[config.mk]
export PLATFORM = sky130hd
export DESIGN_NAME = tagged_frame_deframer_unit
export DESIGN_NICKNAME = d
export VERILOG_FILES = /design/src/tfd_pkg.sv /design/src/tagged_frame_deframer_unit.sv /design/src/tfd_core.sv /design/src/tfd_outq.sv
export SDC_FILE = /design/constraint.sdc
export NUM_CORES = 1
export LEC_CHECK = 0
export ABC_AREA = 1
export BUFFER_PORTS_ARGS = -buffer_cell sky130_fd_sc_hd__buf_4
export CELL_PAD_IN_SITES_DETAIL_PLACEMENT = 1
export CELL_PAD_IN_SITES_GLOBAL_PLACEMENT = 2
export CORE_ASPECT_RATIO = 0.5
export CORE_MARGIN = 2
export CORE_UTILIZATION = 39
export CTS_CLUSTER_SIZE = 12
export DETAILED_ROUTE_END_ITERATION = 8
export PLACE_DENSITY = 0.88
export SYNTH_ARGS = -nofsm -noshare
export SYNTH_HDL_FRONTEND = slang
export SYNTH_HIERARCHICAL = 1
export SYNTH_SLANG_ARGS = --single-unit
[constraint.sdc]
create_clock -name i_clk -period 8.33 [get_ports i_clk]
set_clock_uncertainty 0.05 [all_clocks]
set_input_delay 0 -clock i_clk [delete_from_list [all_inputs] [get_ports i_clk]]
set_output_delay 0 -clock i_clk [all_outputs]
set_load 0.02 [all_outputs]
[src/tfd_pkg.sv]
// ============================================================================
// tfd_pkg - shared types and constants of the tagged frame deframer
// Result word layout, result kinds, delimiter bytes and default limits.
// ============================================================================
`default_nettype none

package tfd_pkg;

    localparam int BYTE_W = 8;
    localparam int KIND_W = 3;

    localparam int MAX_LABEL_DEF   = 32;
    localparam int MAX_PAYLOAD_DEF = 1024;

    // Result queue depth, must be a power of two and at least 2
    localparam int QDEPTH = 4;

    localparam logic [BYTE_W-1:0] CH_SLASH = 8'h2F;
    localparam logic [BYTE_W-1:0] CH_SPACE = 8'h20;

    localparam logic [KIND_W-1:0] K_LABEL      = 3'd0;
    localparam logic [KIND_W-1:0] K_PAYLOAD    = 3'd1;
    localparam logic [KIND_W-1:0] K_DONE       = 3'd2;
    localparam logic [KIND_W-1:0] K_ABORT_END  = 3'd3;
    localparam logic [KIND_W-1:0] K_ABORT_SIZE = 3'd4;

    typedef struct packed {
        logic [BYTE_W-1:0] data;
        logic [KIND_W-1:0] kind;
        logic              last;
    } t_result;

    // Up to two result words produced by one input word
    typedef struct packed {
        logic [1:0] cnt;
        t_result    res0;
        t_result    res1;
    } t_core_out;

endpackage

`default_nettype wire

[src/tagged_frame_deframer_unit.sv]
// ============================================================================
// tagged_frame_deframer_unit - byte-stream deframer for '/'-tagged frames
// Frames look like: '/' label ' ' payload ' ' label '/'. Label and payload
// bytes are released one per result word; the closing tag is dropped.
// ============================================================================
// Usage:
//   Input channel (i_in_valid / o_in_ready) carries one received byte per word
//   plus an end-of-buffer flag. Output channel (o_out_valid / i_out_ready)
//   carries result words: byte, kind and a last-of-run flag that marks the
//   final result caused by one input byte. One input byte gives zero, one or
//   two result words.
//   Throughput: one input word per cycle, bounded by the output side at one
//   result word per cycle. The single-pass parser and tag compare sit between
//   the input register and a four-entry result queue.
//   Path: an accepted byte waits in the input register, is parsed from there
//   into the result queue, and its first result is shown from the queue head.
//   Stall: when the receiver holds i_out_ready low the queue fills; once fewer
//   than two slots are free the input register holds its byte and o_in_ready
//   drops after that register is occupied. Nothing is lost or reordered.
//   Reset (synchronous, active low): parser returns to seeking '/', queue and
//   input register empty. Label store and tag window are not cleared.
//   End of buffer: after the flagged byte, an open frame gives an
//   "aborted at buffer end" word and the parser restarts.
// ============================================================================
`default_nettype none

module tagged_frame_deframer_unit #(
    parameter int MAX_LABEL   = tfd_pkg::MAX_LABEL_DEF,
    parameter int MAX_PAYLOAD = tfd_pkg::MAX_PAYLOAD_DEF
) (
    input  wire logic                        i_clk,
    input  wire logic                        i_rst_n,
    input  wire logic                        i_in_valid,
    output logic                             o_in_ready,
    input  wire logic [tfd_pkg::BYTE_W-1:0]  i_in_byte,
    input  wire logic                        i_end_of_buffer,
    output logic                             o_out_valid,
    input  wire logic                        i_out_ready,
    output logic [tfd_pkg::BYTE_W-1:0]       o_out_byte,
    output logic [tfd_pkg::KIND_W-1:0]       o_out_kind,
    output logic                             o_last_of_run
);

    logic                        r_in_valid;
    logic [tfd_pkg::BYTE_W-1:0]  r_in_byte;
    logic                        r_in_eob;
    logic                        space;
    logic                        proc;
    tfd_pkg::t_core_out          core_res;
    tfd_pkg::t_result            head;

    // Parse the held byte only when the queue has room for two words
    assign proc       = r_in_valid && space;
    assign o_in_ready = !r_in_valid || proc;

    always_ff @(posedge i_clk) begin
        if (!i_rst_n) begin
            r_in_valid <= 1'b0;
        end else if (i_in_valid && o_in_ready) begin
            r_in_valid <= 1'b1;
        end else if (proc) begin
            r_in_valid <= 1'b0;
        end
    end

    // Hold payload until a new word is taken
    always_ff @(posedge i_clk) begin
        if (i_in_valid && o_in_ready) begin
            r_in_byte <= i_in_byte;
            r_in_eob  <= i_end_of_buffer;
        end
    end

    tfd_core #(
        .MAX_LABEL   (MAX_LABEL),
        .MAX_PAYLOAD (MAX_PAYLOAD)
    ) u_core (
        .i_clk   (i_clk),
        .i_rst_n (i_rst_n),
        .i_fire  (proc),
        .i_byte  (r_in_byte),
        .i_eob   (r_in_eob),
        .o_res   (core_res)
    );

    tfd_outq u_outq (
        .i_clk      (i_clk),
        .i_rst_n    (i_rst_n),
        .i_push     (proc),
        .i_push_res (core_res),
        .o_space    (space),
        .o_valid    (o_out_valid),
        .i_ready    (i_out_ready),
        .o_res      (head)
    );

    assign o_out_byte    = head.data;
    assign o_out_kind    = head.kind;
    assign o_last_of_run = head.last;

endmodule

`default_nettype wire

[src/tfd_core.sv]
// ============================================================================
// tfd_core - frame parser state and single-pass result logic
// Tracks phase, label store and tag window; computes up to two result words
// for the current input word and updates state when the word is consumed.
// ============================================================================
`default_nettype none

module tfd_core #(
    parameter int MAX_LABEL   = tfd_pkg::MAX_LABEL_DEF,
    parameter int MAX_PAYLOAD = tfd_pkg::MAX_PAYLOAD_DEF
) (
    input  wire logic                        i_clk,
    input  wire logic                        i_rst_n,
    input  wire logic                        i_fire,
    input  wire logic [tfd_pkg::BYTE_W-1:0]  i_byte,
    input  wire logic                        i_eob,
    output tfd_pkg::t_core_out               o_res
);

    localparam int WIN    = MAX_LABEL + 2;
    localparam int LBL_W  = $clog2(MAX_LABEL + 1);
    localparam int FILL_W = $clog2(WIN);
    localparam int PCNT_W = $clog2(MAX_PAYLOAD + 1);

    localparam logic [1:0] PH_IDLE    = 2'd0;
    localparam logic [1:0] PH_LABEL   = 2'd1;
    localparam logic [1:0] PH_PAYLOAD = 2'd2;

    logic [1:0]                  r_phase, n_phase;
    logic [LBL_W-1:0]            r_len, n_len;
    logic [FILL_W-1:0]           r_fill, n_fill;
    logic [PCNT_W-1:0]           r_pcnt, n_pcnt;
    logic [tfd_pkg::BYTE_W-1:0]  r_label [MAX_LABEL];
    logic [tfd_pkg::BYTE_W-1:0]  n_label [MAX_LABEL];
    logic [tfd_pkg::BYTE_W-1:0]  r_win   [WIN];
    logic [tfd_pkg::BYTE_W-1:0]  n_win   [WIN];

    logic [tfd_pkg::BYTE_W-1:0]  win_in  [WIN];
    logic [tfd_pkg::BYTE_W-1:0]  tag     [WIN];
    logic                        match;
    logic                        full;
    logic                        prim_v;
    logic                        eob_v;
    tfd_pkg::t_result            prim;
    tfd_pkg::t_result            abort_res;

    always_comb begin
        n_phase = r_phase;
        n_len   = r_len;
        n_fill  = r_fill;
        n_pcnt  = r_pcnt;
        n_label = r_label;
        n_win   = r_win;
        prim_v  = 1'b0;
        prim    = '0;
        eob_v   = 1'b0;

        // Window with the incoming byte placed at the fill position
        win_in = r_win;
        for (int k = 0; k < WIN; k++) begin
            if (r_fill == FILL_W'(k)) begin
                win_in[k] = i_byte;
            end
        end

        // Closing tag: space, label bytes, slash
        for (int k = 0; k < WIN; k++) begin
            tag[k] = tfd_pkg::CH_SLASH;
        end
        tag[0] = tfd_pkg::CH_SPACE;
        for (int k = 1; k <= MAX_LABEL; k++) begin
            tag[k] = r_label[k-1];
        end

        match = 1'b1;
        for (int k = 0; k < WIN; k++) begin
            if (k <= int'(r_len)) begin
                if (win_in[k] != tag[k]) begin
                    match = 1'b0;
                end
            end else if (k == int'(r_len) + 1) begin
                if (win_in[k] != tfd_pkg::CH_SLASH) begin
                    match = 1'b0;
                end
            end
        end

        full = (int'(r_fill) == int'(r_len) + 1);

        unique case (r_phase)
            PH_IDLE: begin
                if (i_byte == tfd_pkg::CH_SLASH) begin
                    n_phase = PH_LABEL;
                    n_len   = '0;
                end
            end
            PH_LABEL: begin
                if (i_byte == tfd_pkg::CH_SPACE) begin
                    n_phase = PH_PAYLOAD;
                    n_fill  = '0;
                    n_pcnt  = '0;
                end else if (int'(r_len) < MAX_LABEL) begin
                    for (int j = 0; j < MAX_LABEL; j++) begin
                        if (r_len == LBL_W'(j)) begin
                            n_label[j] = i_byte;
                        end
                    end
                    n_len  = r_len + 1'b1;
                    prim_v = 1'b1;
                    prim   = '{data: i_byte, kind: tfd_pkg::K_LABEL, last: 1'b0};
                end else begin
                    prim_v  = 1'b1;
                    prim    = '{data: '0, kind: tfd_pkg::K_ABORT_SIZE, last: 1'b0};
                    n_phase = PH_IDLE;
                    n_fill  = '0;
                    n_pcnt  = '0;
                end
            end
            PH_PAYLOAD: begin
                n_win = win_in;
                if (!full) begin
                    n_fill = r_fill + 1'b1;
                end else if (match) begin
                    prim_v  = 1'b1;
                    prim    = '{data: '0, kind: tfd_pkg::K_DONE, last: 1'b0};
                    n_phase = PH_IDLE;
                    n_fill  = '0;
                    n_pcnt  = '0;
                end else if (r_pcnt >= PCNT_W'(MAX_PAYLOAD)) begin
                    prim_v  = 1'b1;
                    prim    = '{data: '0, kind: tfd_pkg::K_ABORT_SIZE, last: 1'b0};
                    n_phase = PH_IDLE;
                    n_fill  = '0;
                    n_pcnt  = '0;
                end else begin
                    // release oldest byte, advance window; fill stays put
                    prim_v = 1'b1;
                    prim   = '{data: win_in[0], kind: tfd_pkg::K_PAYLOAD, last: 1'b0};
                    n_pcnt = r_pcnt + 1'b1;
                    for (int k = 0; k < WIN - 1; k++) begin
                        n_win[k] = win_in[k+1];
                    end
                end
            end
            default: begin
                n_phase = PH_IDLE;
                n_fill  = '0;
                n_pcnt  = '0;
            end
        endcase

        if (i_eob) begin
            eob_v   = (n_phase != PH_IDLE);
            n_phase = PH_IDLE;
            n_fill  = '0;
            n_pcnt  = '0;
        end
    end

    always_comb begin
        abort_res  = '{data: '0, kind: tfd_pkg::K_ABORT_END, last: 1'b1};
        o_res.cnt  = {1'b0, prim_v} + {1'b0, eob_v};
        o_res.res0 = prim_v ? prim : abort_res;
        o_res.res0.last = !(prim_v && eob_v);
        o_res.res1 = abort_res;
    end

    always_ff @(posedge i_clk) begin
        if (!i_rst_n) begin
            r_phase <= PH_IDLE;
            r_len   <= '0;
            r_fill  <= '0;
            r_pcnt  <= '0;
        end else if (i_fire) begin
            r_phase <= n_phase;
            r_len   <= n_len;
            r_fill  <= n_fill;
            r_pcnt  <= n_pcnt;
        end
    end

    always_ff @(posedge i_clk) begin
        if (i_fire) begin
            r_label <= n_label;
            r_win   <= n_win;
        end
    end

endmodule

`default_nettype wire

[src/tfd_outq.sv]
// ============================================================================
// tfd_outq - result word queue
// Takes up to two result words per cycle, releases one per output handshake.
// ============================================================================
`default_nettype none

module tfd_outq (
    input  wire logic                i_clk,
    input  wire logic                i_rst_n,
    input  wire logic                i_push,
    input  wire tfd_pkg::t_core_out  i_push_res,
    output logic                     o_space,
    output logic                     o_valid,
    input  wire logic                i_ready,
    output tfd_pkg::t_result         o_res
);

    localparam int DEPTH = tfd_pkg::QDEPTH;
    localparam int PTR_W = $clog2(DEPTH);
    localparam int CNT_W = $clog2(DEPTH + 1);

    tfd_pkg::t_result   r_q [DEPTH];
    logic [PTR_W-1:0]   r_wr, r_rd;
    logic [CNT_W-1:0]   r_cnt;
    logic [1:0]         push_n;
    logic               pop;

    assign o_space = (r_cnt <= CNT_W'(DEPTH - 2));
    assign o_valid = (r_cnt != '0);
    assign o_res   = r_q[r_rd];
    assign pop     = o_valid && i_ready;
    assign push_n  = i_push ? i_push_res.cnt : 2'd0;

    always_ff @(posedge i_clk) begin
        if (push_n != 2'd0) begin
            r_q[r_wr] <= i_push_res.res0;
        end
        if (push_n == 2'd2) begin
            r_q[r_wr + 1'b1] <= i_push_res.res1;
        end
    end

    always_ff @(posedge i_clk) begin
        if (!i_rst_n) begin
            r_wr  <= '0;
            r_rd  <= '0;
            r_cnt <= '0;
        end else begin
            r_wr  <= r_wr + PTR_W'(push_n);
            r_rd  <= r_rd + PTR_W'(pop);
            r_cnt <= r_cnt + CNT_W'(push_n) - CNT_W'(pop);
        end
    end

endmodule

`default_nettype wire

== After elaboration in Yosys (flattened, before gate mapping) ==
Memories as Yosys holds them, arrays and structs flattened. A register that Yosys moved wholly into a read port is not among the register bits.
Index checks and enable logic that the tools add are counted.

* Register bits after elaboration: 570
* Bits in latches: 0
* Bits in writable memories: 48
* ROM bits: 0
* Input port bits: 13
* Output and inout bits: 14
* Memories kept: 1

{| class="wikitable"
|+ Memory list
! memory !! words !! width !! rd ports !! clocked after memory_dff !! write ports !! RTL line !! text
|-
| u_outq.r_q || 4 || 12 || 1 || 1 || 2 || tfd_outq.sv:22 || <nowiki>tfd_pkg::t_result r_q [DEPTH];</nowiki>
|}

* Add/sub/neg operators: 10
* Multipliers: 0
* Divide/modulo/power cells: 0
* $lt $le $gt $ge: 36
* Equality and inequality tests: 176
* Shift operators: 0
* Muxes and demuxes: 214
* Bitwise gates (word level): 1
* Reductions and logical operators: 51

{| class="wikitable"
|+ Operator list
! cell !! count
|-
| $mux W264 || 3
|-
| $eq A6 B32 Y1 const A || 16
|-
| $mux W8 || 34
|-
| $ne A8 B6 Y1 const B || 34
|-
| $eq A5 B32 Y1 const A || 8
|-
| $ne A8 B8 Y1 || 32
|-
| $eq A6 B5 Y1 const B || 32
|-
| $reduce_and A5 Y1 || 33
|-
| $mux W1 || 141
|-
| $eq A4 B32 Y1 const A || 4
|-
| $eq A6 B4 Y1 const B || 16
|-
| $le A5 B6 Y1 const A || 16
|-
| $mux W12 || 6
|-
| $mux W11 || 6
|-
| $eq A3 B32 Y1 const A || 2
|-
| $eq A7 B32 Y1 const A || 2
|-
| $mux W6 || 9
|-
| $eq A6 B3 Y1 const B || 8
|-
| $le A4 B6 Y1 const A || 8
|-
| $pmux W11 S3 || 1
|-
| $eq A2 B32 Y1 const A || 1
|-
| $eq A7 B32 Y1 || 1
|-
| $eq A6 B2 Y1 const B || 4
|-
| $le A3 B6 Y1 const A || 4
|-
| 41 further kinds || 67
|}

== Logic depth before layout (Yosys ltp) ==
* Depth in word-level cells: 113
* Depth in mapped cells: 37
* Depth with buffers taken out: 36

== Cells and area by module ==
The synthesis kept the hierarchy.

{| class="wikitable"
|+ Modules (own cells, without submodules)
! module !! instances !! cells each !! area an instance (µm²)
|-
| tfd_core || 1 || 4,316 || 32,566.2
|-
| tfd_outq || 1 || 299 || 2,875.3
|-
| tagged_frame_deframer_unit || 1 || 18 || 329.1
|}

== Least setup slack after synthesis ==
Ideal clock, no wire load.

* Path kind: reg-to-reg
* From: register u_outq.r_cnt[0]
* To: register u_core/r_win[0] in the netlist's numbering (enable)
* Arrival: 5.981 ns
* Required time: 7.657 ns
* Setup slack: 1.676 ns
* Stages on the path, launching flop included: 6
* Buffers on the path: 0
* Clock period less this slack: 6.654 ns
* Path through: dfxtp_1 > a21oi_1 > nand2_1 > inv_1 > nand2_1 > inv_1

* Longest elaborated chain between the ends: 3

{| class="wikitable"
|+ Ends and longest elaborated chain
! item !! RTL line !! text
|-
| from (decl) || tfd_outq.sv:24 || <nowiki>logic [CNT_W-1:0] r_cnt;</nowiki>
|-
| from (signal assigned) || tfd_outq.sv:51 || <nowiki>r_cnt <= r_cnt + CNT_W'(push_n) - CNT_W'(pop);</nowiki>
|-
| $le A3 B2 Y1 || tfd_outq.sv:28 || <nowiki>assign o_space = (r_cnt <= CNT_W'(DEPTH - 2));</nowiki>
|-
| named net space || tagged_frame_deframer_unit.sv:47 || <nowiki>logic space;</nowiki>
|-
| $logic_and A1 B1 Y1 || tagged_frame_deframer_unit.sv:53 || <nowiki>assign proc = r_in_valid && space;</nowiki>
|-
| named net proc || tagged_frame_deframer_unit.sv:48 || <nowiki>logic proc;</nowiki>
|-
| $reduce_and A2 Y1 (no source line) || n/a ||
|-
| to (signal assigned) || tfd_core.sv:185 || <nowiki>r_win <= n_win;</nowiki>
|-
| to (decl) || tfd_core.sv:35 || <nowiki>logic [tfd_pkg::BYTE_W-1:0] r_win [WIN];</nowiki>
|}

The timed path passes the listed nets, and every way through them passes these cells.
A chain may end at the register's enable or synchronous reset.

==> impl_metrics.csv <==
group,metric,value,unit
routing,first_pass_iters,7,
floorplan,ios,27,
setup_path,worstPathRequired,8.58,ns
setup_path,crit_fanout,25,
setup_path,path_class,"flip-flop to flip-flop",
setup_path,cp_num_buf_inv,2,
floorplan,die_h,218,um
yosys,yosys-top-cells-area,"edfxtp_1 (49%), nand2_1 (20%), inv_1 (5.6%), o21ai_0 (5.4%), nor2_1 (3.6%)",
routing,drt_wl_total,135,mm
grt,grt_max_degree,173,
cells_and_area,area_delta_synth_final,9.14,%
timing,maxClockFrequency,149,MHz
place,dp_cells,5735,
routing,first_iter_violations,2957,
cts,cts_root_buf,"clkbuf_16",
floorplan,die-area,94300,um^2
cts,cts_max_level,2,
timing,slew_headroom,0.116,
grt,gr-usage-all-layers,0.284,
timing,finalHoldViolCount,0,
routing,num_vias,32200,
routing,drc,0,
yosys,synth_fa_ha_area_frac,0.00825,
power,combPwrFrac,0.070,
yosys,synth_flop_cell,"edfxtp_1",
power,clkPwrFrac,0.412,
setup_path,cp_top_family,"simple AND/OR/NAND/NOR gates",
yosys,synth.distinct_cells,44,
yosys,synthXorXnorAreaFrac,0.0103,
setup_path,path_common_cell,"nand2_1",
timing,setup_viol_count_final,0,
yosys,synth_edf_count,585,
grt,overflow,0,
cts,numCtsBuffers,61,
floorplan,rows,78,
floorplan,initial_core_util,0.394,
place,dpl_worst_slack,1.85,ns
place,place_congestion,0.957,
place,place.port_buffers,26,
cts,cts_tree,"built",
routing,wl_per_cell,23.0,um
job,maxCapViolations,0,
grt,grt_pass1_wl,202,mm
timing,setup_slack,1.62,ns
timing,worstMarginPinSlew,1.32,ns
power,seqPwrFrac,0.518,
routing,drt-vias-per-instance,5.50,
yosys,yosysMostFrequentCell,"nand2_1",
yosys,yosysTopAreaCell,"edfxtp_1",
setup_path,crit_path_top_delay_cell,"nor2_1",
yosys,synth_top_family_by_area,"simple AND/OR/NAND/NOR gates",
grt,antenna_found_initial,2,
timing,min_period,6.71,ns
yosys,synth_seq_cells,618,
yosys,yosysWarnings,6,
yosys,syn-cell-area,35800,um^2
cells_and_area,stdcell_count,5863,
floorplan,die_width,432,um
setup_path,critPathLaunchType,"flip-flop",
timing,drv_slew,0,
cts,clock-sinks,618,
yosys,syn_inst,4633,
yosys,synth_simple_gate_area_frac,0.290,
power,p_int,4980,uW
cells_and_area,n_antenna_cell,0,
cts,cts_setup_buffers,0,
setup_path,arrival,6.96,ns
timing,finalCritPeriodShare,0.806,
yosys,synth_top_cells_by_count,"nand2_1 (1,870), edfxtp_1 (585), inv_1 (533)",
yosys,synth.area.mux_share,0,
floorplan,placeableCoreArea,90800,um^2
cts,clk_latency,0.67,ns
timing,rsz0062_at_grt,"false",
grt,first_global_vias,32300,
power,leakage,0.0166,uW
cells_and_area,layout-drive-gt1-share,0.0536,
cts,clk_pin_slew,0.07,ns
cts,clockBufferDepth,3,
yosys,ys_seq_area_frac,0.510,
power,p_per_area,169,nW/um^2
yosys,synth-compound-area-share,0.0953,
hold_path,hold_class,"input pin to flip-flop",
cells_and_area,nNetsFinal,4654,
power,peakVddDrop,0.158,mV
timing,setup_tns,0,ns
place,place_hpwl,93.1,mm
setup_path,max_stage_delay,0.87,ns
power,p_sw_frac,0.247,
routing,antenna_left,0,
yosys,async_flop_share,0,
setup_path,endpoint_kind,"flip-flop",
yosys,yosys.area.top_type_share,0.491,
yosys,synth_area_per_cell,7.72,um^2
outcome,status,"finished clean",
power,switchingPower,1630,uW
-- state kept, by name, summed over array words and instances (netlist names), 3 cells and up --
register	flops
r_in_byte	8
u_core/r_fill	6
u_core/r_label	256
u_core/r_len	6
u_core/r_pcnt	11
u_core/r_win	272
u_outq/r_cnt	3
u_outq/r_q	48
-- power groups by stage --
stage	Combinational, uW	Sequential, uW	Clock (uW)
floorplan	213	3490	0
global placement	441	3490	0
detailed placement	448	3490	0
CTS	457	3420	2770
global route	484	3420	2890
finish	463	3420	2720
-- through the flow --
stage,hold WS (ns),instance area [um^2],power (uW),utilization
finish,0.0535,39000,6610,0.430
global route,0.0271,39000,6790,0.430
CTS,0.00285,39000,6650,0.430
detailed placement,0.130,37000,3940,0.408
global placement,0.128,37000,3930,0.408
floorplan,0.0435,35800,3700,-
-- cells by family after synthesis --
kind of cell,after synthesis
AND/OR/NAND/NOR,2572
buffers and inverters,737
AO/OA/AOI/OAI,639
flip-flops,618
XOR/XNOR,42
adder cells (fa/ha/maj),23
other,2
-- worst register-to-register path: cells and delay by family, from the launching register on --
family          cells  cell delay [ns]
simple gates       23             4.70
fa+ha+maj           2             0.63
buf+inv             2             0.42
flops               1             0.36
compound gates      1             0.19
-- worst paths after layout --
kind                          from          endpoint  slack [ns]  cells after the start
setup / recovery  u_core/r_fill[0]  u_outq/r_q[0][4]        1.62                     28
hold / removal        i_in_byte[5]      r_in_byte[5]        0.05                      2
setup reg to reg  u_core/r_fill[0]  u_outq/r_q[0][4]        1.62                     28
hold reg to reg   u_core/r_pcnt[8]  u_core/r_pcnt[8]        0.42                      2
-- per-layer routing --
metal	part of all wire	GRT usage	vias to the layer above
li1	-	-	14900
met5	0	0	-
met4	0.023	0.0702	0
met1	0.47	0.413	16000
met2	0.44	0.448	1062
met3	0.070	0.0345	183
-- cell usage in the layout, fill, tap and decap left out, types with 21 or more instances in the layout --
cell type / synthesis / routed
nand4_1: 50 / 50
ha_1: 22 / 22
nand3b_1: 33 / 33
clkbuf_16: 0 / 63
dfxtp_1: 33 / 33
xor2_1: 25 / 25
a21oi_1: 49 / 49
inv_1: 533 / 529
nor3_1: 25 / 21
edfxtp_1: 585 / 585
o21ai_2: 33 / 33
nand2_1: 1870 / 1870
o21ai_0: 387 / 387
clkbuf_1: 74 / 32
nand3_1: 198 / 198
nor2_1: 342 / 342
buf_4: 25 / 81
o21ai_1: 125 / 125
-- cell type report --
cell class / count / area [um^2]
Clock buffer: 101 / 1780
Tap cell: 1200 / 1500
Fill cell: 11100 / 51700
Sequential cell: 618 / 18200
Inverter: 545 / 2060
Clock inverter: 7 / 62.6
Multi-Input combinational cell: 3288 / 14500
Timing Repair Buffer: 104 / 868
-- repair_timing --
item,4_1_cts,5_1_grt
resized for setup,0,0
hold buffers,20,0
hold endpoints to repair,28,0
(Power assumes the default switching activity.)
